File: src/rtl/ihs_pkg.sv
// ----------------------------------------------------------------------------
// ihs_pkg
// Shared lane codes and the side-band struct that travels with each pixel
// through the pan-fusion pipeline.
// ----------------------------------------------------------------------------
package ihs_pkg;

    // color lanes, processed side by side
    localparam int LANES  = 3;
    localparam int LANE_B = 0;
    localparam int LANE_G = 1;
    localparam int LANE_R = 2;

    // per-item control carried alongside the data
    typedef struct packed {
        logic             last;   // end-of-image marker
        logic             zero;   // channel sum is zero
        logic [LANES-1:0] ovf;    // quotient would exceed the sample range
    } t_side;

endpackage

File: src/rtl/ihs_pre.sv
// ----------------------------------------------------------------------------
// ihs_pre
// Front of the pipeline: stage one forms pan*channel and the channel sum,
// stage two scales to 3*pan*channel and flags zero sum and overflow.
// ----------------------------------------------------------------------------
module ihs_pre #(
    parameter int W = 8
) (
    input  logic                 i_clk,
    input  logic                 i_rst_n,
    input  logic [1:0]           i_en,
    input  logic                 i_valid,
    input  logic [W-1:0]         i_blue,
    input  logic [W-1:0]         i_green,
    input  logic [W-1:0]         i_red,
    input  logic [W-1:0]         i_pan,
    input  logic                 i_last,
    output logic [1:0]           o_valid,
    output logic [2*W+1:0]       o_num [ihs_pkg::LANES],
    output logic [W+1:0]         o_sum,
    output logic [W-1:0]         o_pan,
    output ihs_pkg::t_side       o_side
);
    import ihs_pkg::*;

    localparam int RW = 2*W + 2;

    logic [W-1:0]   chan    [LANES];
    logic [2*W-1:0] n_prod  [LANES];
    logic [RW-1:0]  n_num   [LANES];
    logic [W+1:0]   n_sum;
    logic [RW-1:0]  bound;
    t_side          n_side;

    logic           r1_valid;
    logic [2*W-1:0] r1_prod [LANES];
    logic [W+1:0]   r1_sum;
    logic [W-1:0]   r1_pan;
    logic           r1_last;

    logic           r2_valid;
    logic [RW-1:0]  r2_num  [LANES];
    logic [W+1:0]   r2_sum;
    logic [W-1:0]   r2_pan;
    t_side          r2_side;

    // stage one: products and sum
    always_comb begin
        chan[LANE_B] = i_blue;
        chan[LANE_G] = i_green;
        chan[LANE_R] = i_red;
        for (int l = 0; l < LANES; l++) begin
            n_prod[l] = (2*W)'(i_pan) * (2*W)'(chan[l]);
        end
        n_sum = (W+2)'(i_blue) + (W+2)'(i_green) + (W+2)'(i_red);
    end

    always_ff @(posedge i_clk) begin
        if (!i_rst_n) begin
            r1_valid <= 1'b0;
        end else if (i_en[0]) begin
            r1_valid <= i_valid;
        end
    end

    always_ff @(posedge i_clk) begin
        if (i_en[0]) begin
            r1_prod <= n_prod;
            r1_sum  <= n_sum;
            r1_pan  <= i_pan;
            r1_last <= i_last;
        end
    end

    // stage two: times three, overflow when 3*pan*c >= sum * 2^W
    always_comb begin
        bound       = RW'(r1_sum) << W;
        n_side.last = r1_last;
        n_side.zero = (r1_sum == '0);
        for (int l = 0; l < LANES; l++) begin
            n_num[l]      = RW'({r1_prod[l], 1'b0}) + RW'(r1_prod[l]);
            n_side.ovf[l] = (n_num[l] >= bound);
        end
    end

    always_ff @(posedge i_clk) begin
        if (!i_rst_n) begin
            r2_valid <= 1'b0;
        end else if (i_en[1]) begin
            r2_valid <= r1_valid;
        end
    end

    always_ff @(posedge i_clk) begin
        if (i_en[1]) begin
            r2_num  <= n_num;
            r2_sum  <= r1_sum;
            r2_pan  <= r1_pan;
            r2_side <= n_side;
        end
    end

    assign o_valid = {r2_valid, r1_valid};
    assign o_num   = r2_num;
    assign o_sum   = r2_sum;
    assign o_pan   = r2_pan;
    assign o_side  = r2_side;

endmodule

File: src/rtl/ihs_div_step.sv
// ----------------------------------------------------------------------------
// ihs_div_step
// One restoring-division stage: decides quotient bit BIT for all three lanes
// against the shared divisor and registers the partial remainder.
// ----------------------------------------------------------------------------
module ihs_div_step #(
    parameter int W   = 8,
    parameter int BIT = 0
) (
    input  logic                 i_clk,
    input  logic                 i_rst_n,
    input  logic                 i_en,
    input  logic                 i_valid,
    input  logic [2*W+1:0]       i_rem  [ihs_pkg::LANES],
    input  logic [W-1:0]         i_quo  [ihs_pkg::LANES],
    input  logic [W+1:0]         i_sum,
    input  logic [W-1:0]         i_pan,
    input  ihs_pkg::t_side       i_side,
    output logic                 o_valid,
    output logic [2*W+1:0]       o_rem  [ihs_pkg::LANES],
    output logic [W-1:0]         o_quo  [ihs_pkg::LANES],
    output logic [W+1:0]         o_sum,
    output logic [W-1:0]         o_pan,
    output ihs_pkg::t_side       o_side
);
    import ihs_pkg::*;

    localparam int RW = 2*W + 2;

    logic [RW-1:0] dsh;
    logic [RW-1:0] n_rem [LANES];
    logic [W-1:0]  n_quo [LANES];
    logic          ge    [LANES];

    logic          r_valid;
    logic [RW-1:0] r_rem [LANES];
    logic [W-1:0]  r_quo [LANES];
    logic [W+1:0]  r_sum;
    logic [W-1:0]  r_pan;
    t_side         r_side;

    // trial subtract of sum << BIT
    always_comb begin
        dsh = RW'(i_sum) << BIT;
        for (int l = 0; l < LANES; l++) begin
            ge[l]         = (i_rem[l] >= dsh);
            n_rem[l]      = ge[l] ? (i_rem[l] - dsh) : i_rem[l];
            n_quo[l]      = i_quo[l];
            n_quo[l][BIT] = ge[l];
        end
    end

    always_ff @(posedge i_clk) begin
        if (!i_rst_n) begin
            r_valid <= 1'b0;
        end else if (i_en) begin
            r_valid <= i_valid;
        end
    end

    always_ff @(posedge i_clk) begin
        if (i_en) begin
            r_rem  <= n_rem;
            r_quo  <= n_quo;
            r_sum  <= i_sum;
            r_pan  <= i_pan;
            r_side <= i_side;
        end
    end

    assign o_valid = r_valid;
    assign o_rem   = r_rem;
    assign o_quo   = r_quo;
    assign o_sum   = r_sum;
    assign o_pan   = r_pan;
    assign o_side  = r_side;

endmodule

File: src/rtl/ihs_pan_fusion_pixel_top.sv
// ----------------------------------------------------------------------------
// ihs_pan_fusion_pixel_top
// Triangle-model IHS pan-sharpening of one pixel: each channel becomes
// min(floor(3*pan*c/(B+G+R)), max), or pan when all channels are zero.
// ----------------------------------------------------------------------------
// Path: the ihs_pre stages, the divider stages, then the output register.
// Throughput: one pixel per cycle unless stalled; the restoring divider
//   resolves one quotient bit per stage, so its depth equals SAMPLE_BITS.
// Stalls fill empty stages first; each stage holds its item until it moves.
// Reset: clears the stage valid bits only; no other state.
// ----------------------------------------------------------------------------
module ihs_pan_fusion_pixel_top #(
    parameter int SAMPLE_BITS = 8
) (
    input  logic                   i_clk,
    input  logic                   i_rst_n,
    input  logic                   i_in_valid,
    output logic                   o_in_ready,
    input  logic [SAMPLE_BITS-1:0] i_blue_in,
    input  logic [SAMPLE_BITS-1:0] i_green_in,
    input  logic [SAMPLE_BITS-1:0] i_red_in,
    input  logic [SAMPLE_BITS-1:0] i_pan_in,
    input  logic                   i_last_in,
    output logic                   o_out_valid,
    input  logic                   i_out_ready,
    output logic [SAMPLE_BITS-1:0] o_blue_out,
    output logic [SAMPLE_BITS-1:0] o_green_out,
    output logic [SAMPLE_BITS-1:0] o_red_out,
    output logic                   o_last_out
);
    import ihs_pkg::*;

    localparam int W  = SAMPLE_BITS;
    localparam int RW = 2*W + 2;
    localparam int S  = W + 3;      // total register stages

    logic [S-1:0]  v;
    logic [S:0]    en;

    logic [RW-1:0] rem_s  [W+1][LANES];
    logic [W-1:0]  quo_s  [W+1][LANES];
    logic [W+1:0]  sum_s  [W+1];
    logic [W-1:0]  pan_s  [W+1];
    t_side         side_s [W+1];
    logic          vld_s  [W+1];

    logic [W-1:0]  n_res  [LANES];
    logic          r_out_valid;
    logic [W-1:0]  r_res  [LANES];
    logic          r_last;

    // a stage may load when it is empty or its item moves on
    assign en[S] = i_out_ready;
    for (genvar k = 0; k < S; k++) begin : g_en
        assign en[k] = ~v[k] | en[k+1];
    end
    assign o_in_ready = en[0];

    // front stages
    ihs_pre #(
        .W (W)
    ) u_pre (
        .i_clk   (i_clk),
        .i_rst_n (i_rst_n),
        .i_en    (en[1:0]),
        .i_valid (i_in_valid),
        .i_blue  (i_blue_in),
        .i_green (i_green_in),
        .i_red   (i_red_in),
        .i_pan   (i_pan_in),
        .i_last  (i_last_in),
        .o_valid (v[1:0]),
        .o_num   (rem_s[0]),
        .o_sum   (sum_s[0]),
        .o_pan   (pan_s[0]),
        .o_side  (side_s[0])
    );

    for (genvar l = 0; l < LANES; l++) begin : g_quo0
        assign quo_s[0][l] = '0;
    end
    assign vld_s[0] = v[1];

    // divider: one quotient bit per stage, MSB first
    for (genvar k = 0; k < W; k++) begin : g_div
        ihs_div_step #(
            .W   (W),
            .BIT (W - 1 - k)
        ) u_step (
            .i_clk   (i_clk),
            .i_rst_n (i_rst_n),
            .i_en    (en[k+2]),
            .i_valid (vld_s[k]),
            .i_rem   (rem_s[k]),
            .i_quo   (quo_s[k]),
            .i_sum   (sum_s[k]),
            .i_pan   (pan_s[k]),
            .i_side  (side_s[k]),
            .o_valid (vld_s[k+1]),
            .o_rem   (rem_s[k+1]),
            .o_quo   (quo_s[k+1]),
            .o_sum   (sum_s[k+1]),
            .o_pan   (pan_s[k+1]),
            .o_side  (side_s[k+1])
        );
        assign v[k+2] = vld_s[k+1];
    end

    // output select: zero sum passes pan, overflow clamps
    always_comb begin
        for (int l = 0; l < LANES; l++) begin
            if (side_s[W].zero) begin
                n_res[l] = pan_s[W];
            end else if (side_s[W].ovf[l]) begin
                n_res[l] = '1;
            end else begin
                n_res[l] = quo_s[W][l];
            end
        end
    end

    always_ff @(posedge i_clk) begin
        if (!i_rst_n) begin
            r_out_valid <= 1'b0;
        end else if (en[S-1]) begin
            r_out_valid <= v[S-2];
        end
    end

    always_ff @(posedge i_clk) begin
        if (en[S-1]) begin
            r_res  <= n_res;
            r_last <= side_s[W].last;
        end
    end

    assign v[S-1]      = r_out_valid;
    assign o_out_valid = r_out_valid;
    assign o_blue_out  = r_res[LANE_B];
    assign o_green_out = r_res[LANE_G];
    assign o_red_out   = r_res[LANE_R];
    assign o_last_out  = r_last;

    // empty pipeline always takes an item
    a_idle_ready: assert property (@(posedge i_clk) disable iff (!i_rst_n)
        (v == '0) |-> o_in_ready)
        else $error("pipeline empty but input not ready");

    // occupancy tracks accepted items in and out
    a_occupancy: assert property (@(posedge i_clk) disable iff (!i_rst_n)
        $past(i_rst_n) |->
        ($countones(v) == $past($countones(v))
            + int'($past(i_in_valid && o_in_ready))
            - int'($past(o_out_valid && i_out_ready))))
        else $error("item lost or duplicated in pipeline");

    // final remainder is below the divisor on every lane in range
    a_remainder: assert property (@(posedge i_clk) disable iff (!i_rst_n)
        (vld_s[W] && !side_s[W].zero) |->
        ((side_s[W].ovf[LANE_B] || rem_s[W][LANE_B] < RW'(sum_s[W])) &&
         (side_s[W].ovf[LANE_G] || rem_s[W][LANE_G] < RW'(sum_s[W])) &&
         (side_s[W].ovf[LANE_R] || rem_s[W][LANE_R] < RW'(sum_s[W]))))
        else $error("divider remainder not below divisor");

endmodule
File: config.mk
export PLATFORM = sky130hd
export DESIGN_NAME = ihs_pan_fusion_pixel_top
export DESIGN_NICKNAME = d
export VERILOG_FILES = /design/src/rtl/ihs_pkg.sv /design/src/rtl/ihs_pre.sv /design/src/rtl/ihs_div_step.sv /design/src/rtl/ihs_pan_fusion_pixel_top.sv
export SDC_FILE = /design/constraint.sdc
export NUM_CORES = 2
export LEC_CHECK = 0
export BUFFER_PORTS_ARGS = -buffer_cell sky130_fd_sc_hd__buf_2
export CAP_MARGIN = 15
export CORE_ASPECT_RATIO = 0.5
export CORE_MARGIN = 4
export CORE_UTILIZATION = 69
export CTS_CLUSTER_DIAMETER = 40
export DETAILED_ROUTE_END_ITERATION = 8
export PLACE_DENSITY = 0.86
export SLEW_MARGIN = 25
export SYNTH_ARGS = -nofsm -noshare
export SYNTH_HDL_FRONTEND = slang
export SYNTH_SLANG_ARGS = --single-unit
File: constraint.sdc
create_clock -name i_clk -period 9.9 [get_ports i_clk]
set_input_delay 0.99 -clock i_clk [delete_from_list [all_inputs] [get_ports i_clk]]
set_output_delay 0.99 -clock i_clk [all_outputs]
set_load 0.02 [all_outputs]
==> results.cfg <==
[cts]
cts_resized = 0
cts_htree_levels = 3
cts_num_sinks = 840
cts_tree = built
hold_buffers = 0
cts-buffers-inserted = 82
worst_skew_pair.late_latency_ns = 0.66
path_clk_slew_ns = 0.07
clockRootBuffer = clkbuf_16
cts_setup_buffers = 0
clk_path_buf_depth = 3

[synth]
yosys.area_share.simple_pct = 11.7
synthArstFlopShare_pct = 0
synth_warnings = 0
syn_area_um2 = 49600
synthCells = 4181
synth_edf_count = 829
synthAdderAreaFrac_pct = 16.7
synth_top_area_share_pct = 50.2
ys_top_cells_by_area = edfxtp_1, ha_1, fa_1
ys_seq_area_share_pct = 50.6
synth.avg_cell_area_um2 = 11.9
synth_mux_area_share_pct = 1.85
synth_nets = 4800
yosysTopAreaCell = edfxtp_1
synth-seq-cells = 840
synth_top_family_by_area = adder cells
yosysUniqueCellTypes = 90
synth_top_flop_cell = edfxtp_1
synth-compound-area-share_pct = 10.9
synth_xor_area_share_pct = 4.99

[cells_and_area]
fin_nets = 4903
seq_area_um2 = 25100
n_fill_cell = 4593
area_delta_synth_final_pct = 8.34
final_area_um2 = 53800
insertedDiodeCount = 0
multi_input_comb_area_um2 = 23000
post-route-util_pct = 75.6
drive_above_1_share_pct = 7.63
fin_cells = 5309

[timing]
rsz0062_at_grt = false
finalCritPeriodShare_pct = 50.0
finClkSkew_ns = 0.0266
worstMarginPinSlew_ns = 1.03
relSlewSlack_pct = 31.7
hold_violations = 0
fin_crit_ns = 4.95
tns_ns = 0
maxSlewViolCount = 0
setup_viol = 0
max_freq_ghz = 0.202

[drt]
post_drt_wl_per_cell_um = 19.7
vias = 32000
totalWireLength_um = 104000
dr.pass1.iters = 6
drtAntennaViolNets = 0
via_per_inst = 6.04
drc = 0
first_iter_violations = 2607

[floorplan]
die-area_um2 = 76500
ioPinCount = 64
core_um2 = 71100
die_h_um = 198
rows = 69
initial_core_util_pct = 69.8
die_w_um = 387

[place]
gp_congestion = 0.942
port_buffers = 63
dp_cells = 5158
dp_hpwl_um = 79400
place_area_um2 = 51000

[grt]
grt.total_usage_pct = 27.7
grt_pass1_vias = 31800
antenna_found_initial = 1
grt-ovfl-total = 0
grt_pass1_wl_um = 169000
grt_max_degree = 81

[run_status]
status = finished, final reports clean

[critical_path]
cp-end-kind = output port
start_kind = input port
cp.required_ns = 8.91
cp_max_fo = 68
critPathKind = in2out
worstPathArrival_ns = 3.96

[worst_hold_path]
hold_class = reg2reg

[flow_run]
cap_violations = 0
[cell type report]
cell class                 instances  share of cell area [%]
timing repair buffer              77                   0.782
sequential                       840                    46.7
clock buffer                      97                    4.04
clock inverter                    54                    1.05
tap                              958                    2.23
multi-input combinational       2933                    42.7
inverter                         350                    2.45
[cell usage in the layout (no fill, tap or decap), types with 12 or more instances in the layout]
cell / instances
buf_2: 63
fa_1: 134
nor3_1: 83
o211ai_1: 18
mux2_2: 58
nor2b_1: 75
o21a_1: 87
or2_2: 19
or3_1: 35
mux2i_1: 22
xnor2_1: 162
nand3_1: 28
a31oi_1: 18
o31a_1: 25
xor2_1: 121
inv_1: 341
and2_1: 157
nand2_1: 225
buf_4: 14
a211oi_1: 23
edfxtp_1: 829
nand4_1: 46
o21ai_0: 210
ha_1: 448
nand2b_1: 69
a21o_1: 66
o41ai_1: 12
a21oi_1: 259
o21bai_1: 17
o31ai_1: 24
nor4_1: 41
clkbuf_16: 84
nor2_1: 270
[worst max-delay path, stage by stage]
cell and delay (ns):
buf_2 0.10, nor2b_1 0.29, inv_2 0.34, nor2_1 0.38, and2_1 0.35, and3_1 0.41
and3_1 0.33, nand2_2 0.11, buf_4 0.35, buf_2 0.28
[metrics by stage]
step	worst slack [ns]	hold WS, ns
4_1_cts	4.50	0.409
3_5_place_dp	4.31	0.405
5_1_grt	4.63	0.420
3_3_place_gp	4.46	0.400
6_report	4.95	0.411
2_1_floorplan	4.85	0.400
[state kept, by name, summed over array words and instances, names as in the netlist]
signal,flops
g_div.u_step.o_rem,378
g_div.u_step.o_quo,108
g_div.u_step.o_sum,70
g_div.u_step.o_pan,64
u_pre.o_num,54
u_pre.r1_prod,48
g_div.u_step.o_side,40
u_pre.o_sum,10
u_pre.r1_sum,10
g_div.u_step.o_valid,8
o_blue_out,8
o_green_out,8
o_red_out,8
u_pre.o_pan,8
u_pre.r1_pan,8
u_pre.o_side,5
o_last_out,1
o_out_valid,1
u_pre.r1_last,1
u_pre.r1_valid,1
u_pre.r2_valid,1
[Yosys cell counts, drive strengths merged, types with 69 or more instances]
master,instances
ha,448
xnor2,162
nand2,231
nor2b,75
o21a,88
a21oi,262
inv,350
and2,157
fa,134
nor2,270
edfxtp,829
nand2b,69
o21ai,217
nor3,83
xor2,121
[kinds of logic (layout without fill, tap and decap cells)]
logic type | after synthesis | in the layout
and+or+nand+nor | 1130 | 1130
AOI/OAI and AO/OA | 855 | 855
DFF | 840 | 840
adders and majority gates | 582 | 582
buffers and inverters | 408 | 578
xor gates and xnor gates | 283 | 283
muxes | 83 | 83
[routing by layer]
layer	routed length (um)	track usage [%]	up-vias
met2	49100	46.2	1058
met5	0	0	-
met4	4920	12.2	0
met1	45000	37.2	15200
met3	5380	3.54	265
li1	-	-	15500
[path summary, 6_finish.rpt]
| kind | start | end | cells after the start | slack [ns] |
|---|---|---|---|---|
| max | i_out_ready | o_in_ready | 10 | 4.95 |
| min | g_div[1].u_step.o_side[2] | g_div[2].u_step.o_side[2] | 0 | 0.41 |
| max reg2reg | u_pre.r1_prod[1] | u_pre.o_side[2] | 15 | 5.14 |
| min reg2reg | g_div[1].u_step.o_side[2] | g_div[2].u_step.o_side[2] | 0 | 0.41 |
Power is left out: the tool's default activity adds up to more than one toggle a clock period on the data nets, which glitch-free logic cannot reach.
